**src/rtl/lfhp_pkg.sv**
```systemverilog
// shared types and constants for the frame header parser
// no dependencies
package lfhp_pkg;

	localparam int JOIN_MIN_LEN = 1 + 3 + 3 + 4 + 1 + 1 + 4;
	localparam int JOIN_MAX_LEN = 1 + 3 + 3 + 4 + 1 + 1 + 4 + 16;
	localparam int ACCEPT_LEN   = 1 + 8 + 8 + 2 + 4;
	localparam int DATA_MIN_LEN = 1 + 4 + 1 + 2 + 4;

	localparam logic [4:0] VERSION_MASK = 5'b11111;
	localparam logic [3:0] FOPTS_MASK   = 4'hF;
	localparam logic [7:0] NO_PORT      = 8'hFF;
	localparam logic [7:0] MAX_POS      = 8'hFF;

	localparam logic [2:0] TYPE_JOIN_REQ = 3'd0;
	localparam logic [2:0] TYPE_JOIN_ACC = 3'd1;
	localparam logic [2:0] TYPE_REJOIN   = 3'd6;
	localparam logic [2:0] TYPE_PROP     = 3'd7;

	typedef struct packed {
		logic [7:0] data_byte;
		logic       last_byte;
	} byte_item_t;

	typedef struct packed {
		logic [2:0]  msg_type;
		logic [4:0]  version_bits;
		logic        frame_ok;
		logic [63:0] first_identifier;
		logic [63:0] device_eui;
		logic [15:0] counter_or_nonce;
		logic [7:0]  frame_control;
		logic [7:0]  port_number;
		logic [7:0]  payload_length;
		logic [31:0] integrity_code;
		logic [7:0]  frame_length;
	} hdr_item_t;

	typedef struct packed {
		logic [7:0]  byte_position;
		logic        length_overflow;
		logic [7:0]  header_byte;
		logic [63:0] identifier_low;
		logic [63:0] identifier_high;
		logic [15:0] count_word;
		logic [15:0] nonce_word;
		logic [7:0]  control_byte;
		logic [7:0]  port_capture;
		logic [31:0] tail_window;
	} frame_state_t;

	localparam frame_state_t FRAME_CLEAR = '{
		byte_position:   8'd0,
		length_overflow: 1'b0,
		header_byte:     8'd0,
		identifier_low:  64'd0,
		identifier_high: 64'd0,
		count_word:      16'd0,
		nonce_word:      16'd0,
		control_byte:    8'd0,
		port_capture:    NO_PORT,
		tail_window:     32'd0
	};

endpackage

```
**src/rtl/lfhp_capture.sv**
```systemverilog
// per-byte capture of header fields, byte count and trailing window
// depends on lfhp_pkg
module lfhp_capture (
	input  logic                  clk,
	input  logic                  arst_n,
	input  logic                  go,
	input  lfhp_pkg::byte_item_t  item,
	output lfhp_pkg::frame_state_t state_next
);
	import lfhp_pkg::*;

	frame_state_t st_q;
	frame_state_t st_n;
	logic [7:0]   pos;
	logic [7:0]   b;
	logic [7:0]   port_pos;

	always_comb begin
		st_n     = st_q;
		pos      = st_q.byte_position;
		b        = item.data_byte;
		port_pos = {4'd0, st_q.control_byte[3:0] & FOPTS_MASK} + 8'd8;
		if (pos == 8'd0) begin
			st_n.header_byte = b;
		end
		for (int i = 0; i < 8; i++) begin
			if (pos == 8'(i + 1)) begin
				st_n.identifier_low[8*i +: 8] = b;
			end
			if (pos == 8'(i + 9)) begin
				st_n.identifier_high[8*i +: 8] = b;
			end
		end
		if (pos == 8'd5) begin
			st_n.control_byte = b;
		end
		if (pos == 8'd6) begin
			st_n.count_word[7:0] = b;
		end
		if (pos == 8'd7) begin
			st_n.count_word[15:8] = b;
		end
		if (pos == 8'd17) begin
			st_n.nonce_word[7:0] = b;
		end
		if (pos == 8'd18) begin
			st_n.nonce_word[15:8] = b;
		end
		if (pos == port_pos) begin
			st_n.port_capture = b;
		end
		st_n.tail_window = {b, st_q.tail_window[31:8]};
		if (pos == MAX_POS) begin
			st_n.length_overflow = 1'b1;
		end else begin
			st_n.byte_position = pos + 8'd1;
		end
	end

	assign state_next = st_n;

	always_ff @(posedge clk or negedge arst_n) begin
		if (!arst_n) begin
			st_q <= FRAME_CLEAR;
		end else if (go) begin
			st_q <= item.last_byte ? FRAME_CLEAR : st_n;
		end
	end

endmodule

```
**src/rtl/lfhp_decode.sv**
```systemverilog
// field decode and validity check of a finished frame, result register
// depends on lfhp_pkg
module lfhp_decode (
	input  logic                   clk,
	input  logic                   arst_n,
	input  logic                   load,
	input  lfhp_pkg::frame_state_t st,
	input  logic                   stall,
	output logic                   valid,
	output lfhp_pkg::hdr_item_t    data,
	output logic                   free
);
	import lfhp_pkg::*;

	logic [2:0]  ftype;
	logic [4:0]  ver;
	logic [7:0]  n;
	logic        join_f;
	logic        ok;
	logic [7:0]  hdr_end;
	logic        has_port;
	hdr_item_t   res;
	logic        valid_q;
	hdr_item_t   data_q;

	always_comb begin
		ftype    = st.header_byte[7:5];
		ver      = st.header_byte[4:0] & VERSION_MASK;
		n        = st.byte_position;
		join_f   = (ftype == TYPE_JOIN_REQ) || (ftype == TYPE_REJOIN);
		hdr_end  = 8'(DATA_MIN_LEN) + {4'd0, st.control_byte[3:0] & FOPTS_MASK};
		has_port = n > hdr_end;
		if (ver != 5'd0 || st.length_overflow) begin
			ok = 1'b0;
		end else if (ftype == TYPE_PROP) begin
			ok = 1'b0;
		end else if (join_f) begin
			ok = (n >= 8'(JOIN_MIN_LEN)) && (n <= 8'(JOIN_MAX_LEN));
		end else if (ftype == TYPE_JOIN_ACC) begin
			ok = (n == 8'(ACCEPT_LEN));
		end else begin
			ok = (n >= 8'(DATA_MIN_LEN));
		end
		res.msg_type         = ftype;
		res.version_bits     = ver;
		res.frame_ok         = ok;
		res.first_identifier = join_f ? st.identifier_low
		                              : {32'd0, st.identifier_low[31:0]};
		res.device_eui       = join_f ? st.identifier_high : 64'd0;
		res.counter_or_nonce = join_f ? st.nonce_word : st.count_word;
		res.frame_control    = st.control_byte;
		res.port_number      = has_port ? st.port_capture : NO_PORT;
		res.payload_length   = has_port ? (n - hdr_end - 8'd1) : 8'd0;
		res.integrity_code   = st.tail_window;
		res.frame_length     = n;
	end

	always_ff @(posedge clk or negedge arst_n) begin
		if (!arst_n) begin
			valid_q <= 1'b0;
		end else if (load) begin
			valid_q <= 1'b1;
		end else if (!stall) begin
			valid_q <= 1'b0;
		end
	end

	always_ff @(posedge clk) begin
		if (load) begin
			data_q <= res;
		end
	end

	assign valid = valid_q;
	assign data  = data_q;
	assign free  = !valid_q || !stall;

	a_load_into_free: assert property (@(posedge clk) disable iff (!arst_n)
		load |-> (!valid_q || !stall))
		else $error("result overwritten while stalled");

	a_ok_version: assert property (@(posedge clk) disable iff (!arst_n)
		(valid_q && data_q.frame_ok) |-> (data_q.version_bits == 5'd0 &&
		data_q.msg_type != TYPE_PROP && data_q.frame_length >= 8'(DATA_MIN_LEN)))
		else $error("frame_ok set on a bad header");

	a_eui_join: assert property (@(posedge clk) disable iff (!arst_n)
		(valid_q && data_q.device_eui != 64'd0) |->
		(data_q.msg_type == TYPE_JOIN_REQ || data_q.msg_type == TYPE_REJOIN))
		else $error("device eui on a non-join frame");

	a_no_port_no_payload: assert property (@(posedge clk) disable iff (!arst_n)
		(valid_q && data_q.payload_length != 8'd0) |->
		(data_q.frame_length > 8'(DATA_MIN_LEN)))
		else $error("payload on a frame too short for one");

endmodule

```
**src/rtl/lorawan_frame_header_parser_core.sv**
```systemverilog
// frame header parser top level: input register, capture and decode
// depends on lfhp_pkg, lfhp_capture, lfhp_decode
// order: a transferred byte waits in the input register until capture takes it; the
//   result of a final byte is loaded into the result register as capture takes it
// throughput: one byte per cycle; the input register stalls only on a final
//   byte whose result slot is still held by a stalled result
// reset: asynchronous, clears the valid flags and capture state, no results pending
module lorawan_frame_header_parser_core (
	input  logic                 clk,
	input  logic                 arst_n,
	input  logic                 byte_valid,
	output logic                 byte_stall,
	input  lfhp_pkg::byte_item_t byte_data,
	output logic                 hdr_valid,
	input  logic                 hdr_stall,
	output lfhp_pkg::hdr_item_t  hdr_data
);
	import lfhp_pkg::*;

	logic         valid_s1;
	byte_item_t   item_s1;
	logic         go;
	logic         out_free;
	frame_state_t st_next;

	assign go         = valid_s1 && (!item_s1.last_byte || out_free);
	assign byte_stall = valid_s1 && !go;

	always_ff @(posedge clk or negedge arst_n) begin
		if (!arst_n) begin
			valid_s1 <= 1'b0;
		end else if (byte_valid && !byte_stall) begin
			valid_s1 <= 1'b1;
		end else if (go) begin
			valid_s1 <= 1'b0;
		end
	end

	always_ff @(posedge clk) begin
		if (byte_valid && !byte_stall) begin
			item_s1 <= byte_data;
		end
	end

	lfhp_capture u_capture (
		.clk        (clk),
		.arst_n     (arst_n),
		.go         (go),
		.item       (item_s1),
		.state_next (st_next)
	);

	lfhp_decode u_decode (
		.clk    (clk),
		.arst_n (arst_n),
		.load   (go && item_s1.last_byte),
		.st     (st_next),
		.stall  (hdr_stall),
		.valid  (hdr_valid),
		.data   (hdr_data),
		.free   (out_free)
	);

endmodule

```
**config.mk**
```make
export PLATFORM = sky130hd
export DESIGN_NAME = lorawan_frame_header_parser_core
export DESIGN_NICKNAME = d
export VERILOG_FILES = /design/src/rtl/lfhp_pkg.sv /design/src/rtl/lfhp_capture.sv /design/src/rtl/lfhp_decode.sv /design/src/rtl/lorawan_frame_header_parser_core.sv
export SDC_FILE = /design/constraint.sdc
export NUM_CORES = 1
export LEC_CHECK = 0
export ABC_CLOCK_PERIOD_IN_PS = 13170
export BUFFER_PORTS_ARGS = -buffer_cell sky130_fd_sc_hd__buf_2
export CORE_UTILIZATION = 55
export CTS_CLUSTER_DIAMETER = 120
export DETAILED_ROUTE_END_ITERATION = 6
export PLACE_DENSITY = 0.78
export SLEW_MARGIN = 15
export SYNTH_ARGS = -nofsm -noshare
export SYNTH_HDL_FRONTEND = slang
export SYNTH_HIERARCHICAL = 1
export SYNTH_SLANG_ARGS = --single-unit
```
**constraint.sdc**
```tcl
create_clock -name clk -period 13.17 [get_ports clk]
set_input_delay 0.6585 -clock clk [delete_from_list [all_inputs] [get_ports clk]]
set_output_delay 0.6585 -clock clk [all_outputs]
set_load 0.02 [all_outputs]
```
==> impl_metrics.tcl <==
set metrics [dict create \
    p_leak_nw 9.94 \
    ys.flop_type "edfxtp_1" \
    synth_nets 1650 \
    viasPerCell 6.11 \
    cts_tree "done" \
    vias 13700 \
    path_max_fanout 67 \
    place_congestion 0.852 \
    synthCells 1624 \
    nets 1771 \
    criticalPathCategory "flop to flop" \
    die_h_um 196 \
    worstPathCellList "nor4_4 -> nand3_1 -> mux2_2 -> or2_2 -> a21oi_4 -> buf_4 -> mux2_2" \
    slew_headroom_pct 27.2 \
    wirelength_mm 52.1 \
    arrival_ns 5.47 \
    cts_made_buffers 46 \
    ant_nets 0 \
    crit_required_ns 13.48 \
    tightest_slew_ns 1.09 \
    drt_iter0_markers 1544 \
    ys_ff_latch 445 \
    status "finished, final reports clean" \
    avgSynthCellArea_um2 12.7 \
    yosysSeqAreaShare_pct 59.5 \
    cp_top_family "simple AND/OR/NAND/NOR gates" \
    syn_area_mm2 0.0206 \
    rows 70 \
    setup_violations 0 \
    cts.sink_count 445 \
    synth_warnings 6 \
    overflow 0 \
    clock_skew_ns 0.0117 \
    diodes 0 \
    antenna_found_initial 2 \
    cpMostUsedCell "mux2_2" \
    drt_pass1_iterations 7 \
    drc 0 \
    area_growth_pct 12.3 \
    start_util_pct 56.1 \
    core_area_mm2 0.0368 \
    yosys-top-cells-area "edfxtp_1 (33%), dfrtp_1 (26%), mux2_2 (7.7%)" \
    cp_num_buf_inv 1 \
    hpwl_mm 31.2 \
    grt_pass1_wl_mm 79.4 \
    hold_viol 0 \
    die-area_mm2 0.0383 \
    ctsHoldBuffers 0 \
    post_cts_buffers 0 \
    wl_per_cell_um 23.2 \
    holdWs_ns 0.0553 \
    ys_types 64 \
    yosys.area.top_type "edfxtp_1" \
    crit_slowest_cell "a21oi_4" \
    die_w_um 196 \
    synth-async-reset-ratio_pct 49.2 \
    synth_most_common_cell "edfxtp_1" \
    crit_path_end_kind "flop" \
    clk_path_buf_depth 3 \
    ctsResizeCount 0 \
    ys_top_cells_by_count "edfxtp_1 (226), dfrtp_1 (211), mux2_2 (141)" \
    ctsHtreeMaxLevel 2 \
    peakVddDrop_mv 0.109 \
    grt_max_degree 82 \
    critPathMaxStageDelay_ns 0.82 \
    grtUsageTotal_pct 27.2 \
    power_density_mw_per_mm2 173 \
    seq_area_mm2 0.0123 \
    period_share_pct 39.1 \
    crit_path_start_kind "flop" \
    io_pins 232 \
    numPortBuffers 231 \
    clock.fmax_ghz 0.194 \
    nFillCells 2797 \
    clk_latency_ns 0.57 \
    max_cap_violations 0 \
    synth_edf_count 226 \
    hold_path.class "input port to asynchronous set/reset pin" \
    synth_top_area_share_pct 32.9 \
    min_period_ns 5.15 \
    grt_pass1_vias 13400 \
    layout-drive-gt1-share_pct 27.8 \
    slew_viol_final 0 \
    path_clk_slew_ns 0.06 \
    multi_input_area_mm2 0.00728 \
    rsz0062_at_grt "no" \
    totalNegativeSetupSlack_ns 0 \
    cts-root-buf "clkbuf_16" \
]
## cell usage in the layout, fill, tap and decap left out, types with 4 or more instances in the layout
| cell | synthesis | layout |
|---|---|---|
| clkbuf_1 | 83 | 11 |
| nand2_1 | 115 | 115 |
| mux2_2 | 141 | 141 |
| a31oi_1 | 6 | 6 |
| clkinvlp_4 | 0 | 4 |
| buf_2 | 38 | 230 |
| nand2b_1 | 7 | 7 |
| o2bb2ai_1 | 100 | 100 |
| a211oi_1 | 9 | 9 |
| nor2b_1 | 10 | 10 |
| xor2_1 | 6 | 6 |
| clkbuf_16 | 0 | 49 |
| nor3_1 | 6 | 6 |
| o21ai_0 | 80 | 80 |
| and2_1 | 109 | 109 |
| a21o_1 | 11 | 11 |
| and3_1 | 9 | 9 |
| edfxtp_1 | 226 | 226 |
| a22o_1 | 56 | 56 |
| mux2i_1 | 81 | 81 |
| a22oi_1 | 23 | 23 |
| inv_1 | 44 | 43 |
| nand3_2 | 5 | 5 |
| dfrtp_1 | 211 | 211 |
| dfstp_2 | 8 | 8 |
| a21oi_1 | 15 | 15 |
| clkbuf_8 | 0 | 8 |
| ha_1 | 12 | 12 |
| xnor2_1 | 4 | 4 |
| buf_4 | 36 | 22 |
| a311oi_1 | 8 | 8 |
| and4_1 | 4 | 4 |
| nand3_1 | 44 | 44 |
| o221ai_1 | 17 | 17 |
| nor2_1 | 26 | 25 |
| o31ai_1 | 10 | 10 |
| clkinv_2 | 0 | 7 |
| a2bb2oi_1 | 4 | 4 |
## layer usage
metal,GRT usage (%),routed length (µm),up-vias
met3,6.32,4120,89
met5,0,13,-
met1,39.2,22700,6913
met2,41.1,24000,549
met4,8.11,1230,2
li1,-,-,6180
## through the flow
stage	total power (W)	util, %	cell area (µm²)	instances	setup slack, ns
6_report	0.00401	63.0	23200	2249	8.02
5_1_grt	0.00417	63.0	23200	2249	7.74
4_1_cts	0.00402	62.9	23200	2249	8.10
3_5_place_dp	0.00272	58.8	21600	2165	8.12
3_3_place_gp	0.00269	58.8	21600	2165	8.23
2_1_floorplan	0.00249	-	20600	1624	2.61
## path summary, 6_finish.rpt
kind / start / end / cells past startpoint / slack [ns]
setup / recovery: u_capture/pos[7] / u_decode/data[71] / 7 / 8.02
hold / removal: arst_n / u_capture/st_q[86] / 1 / 0.06
setup reg to reg: u_capture/pos[7] / u_decode/data[71] / 7 / 8.02
hold reg to reg: u_capture/state_next[6] / u_decode/data[14] / 0 / 0.44
max in group asynchronous: arst_n / u_capture/state_next[4] / 2 / 11.65
min in group clk: byte_data[1] / item_s1[1] / 1 / 0.27
## layout make-up
type / instances / area share [%]
Clock buffer: 68 / 5.95
Clock inverter: 16 / 0.589
Inverter: 44 / 0.724
Multi-Input combinational cell: 955 / 31.5
Sequential cell: 445 / 53.0
Tap cell: 468 / 2.53
Timing Repair Buffer: 253 / 5.75
## registers in the layout, summed over array words and instances, names as in the netlist
signal / flops
valid_s1: 1
u_decode/valid: 1
u_capture/state_next: 24
u_capture/pos: 8
item_s1: 9
u_capture/st_q: 185
u_decode/data: 217
## where the power goes
part / leakage [nW] / total (W) / switching (W) / internal (W)
Sequential: 5.10 / 0.00185 / 0.000137 / 0.00171
Clock: 0.735 / 0.00130 / 0.000534 / 0.000762
Combinational: 4.10 / 0.000866 / 0.000525 / 0.000341
## logic make-up after synthesis
| logic type | synth area share [%] |
|---|---|
| muxes | 11.8 |
| DFF | 59.5 |
| xor gates and xnor gates | 0.425 |
| AOI/OAI and AO/OA | 13.0 |
| buffers and inverters | 5.31 |
| adders and majority gates | 0.825 |
| and+or+nand+nor | 9.13 |
(Power assumes the default switching activity.)
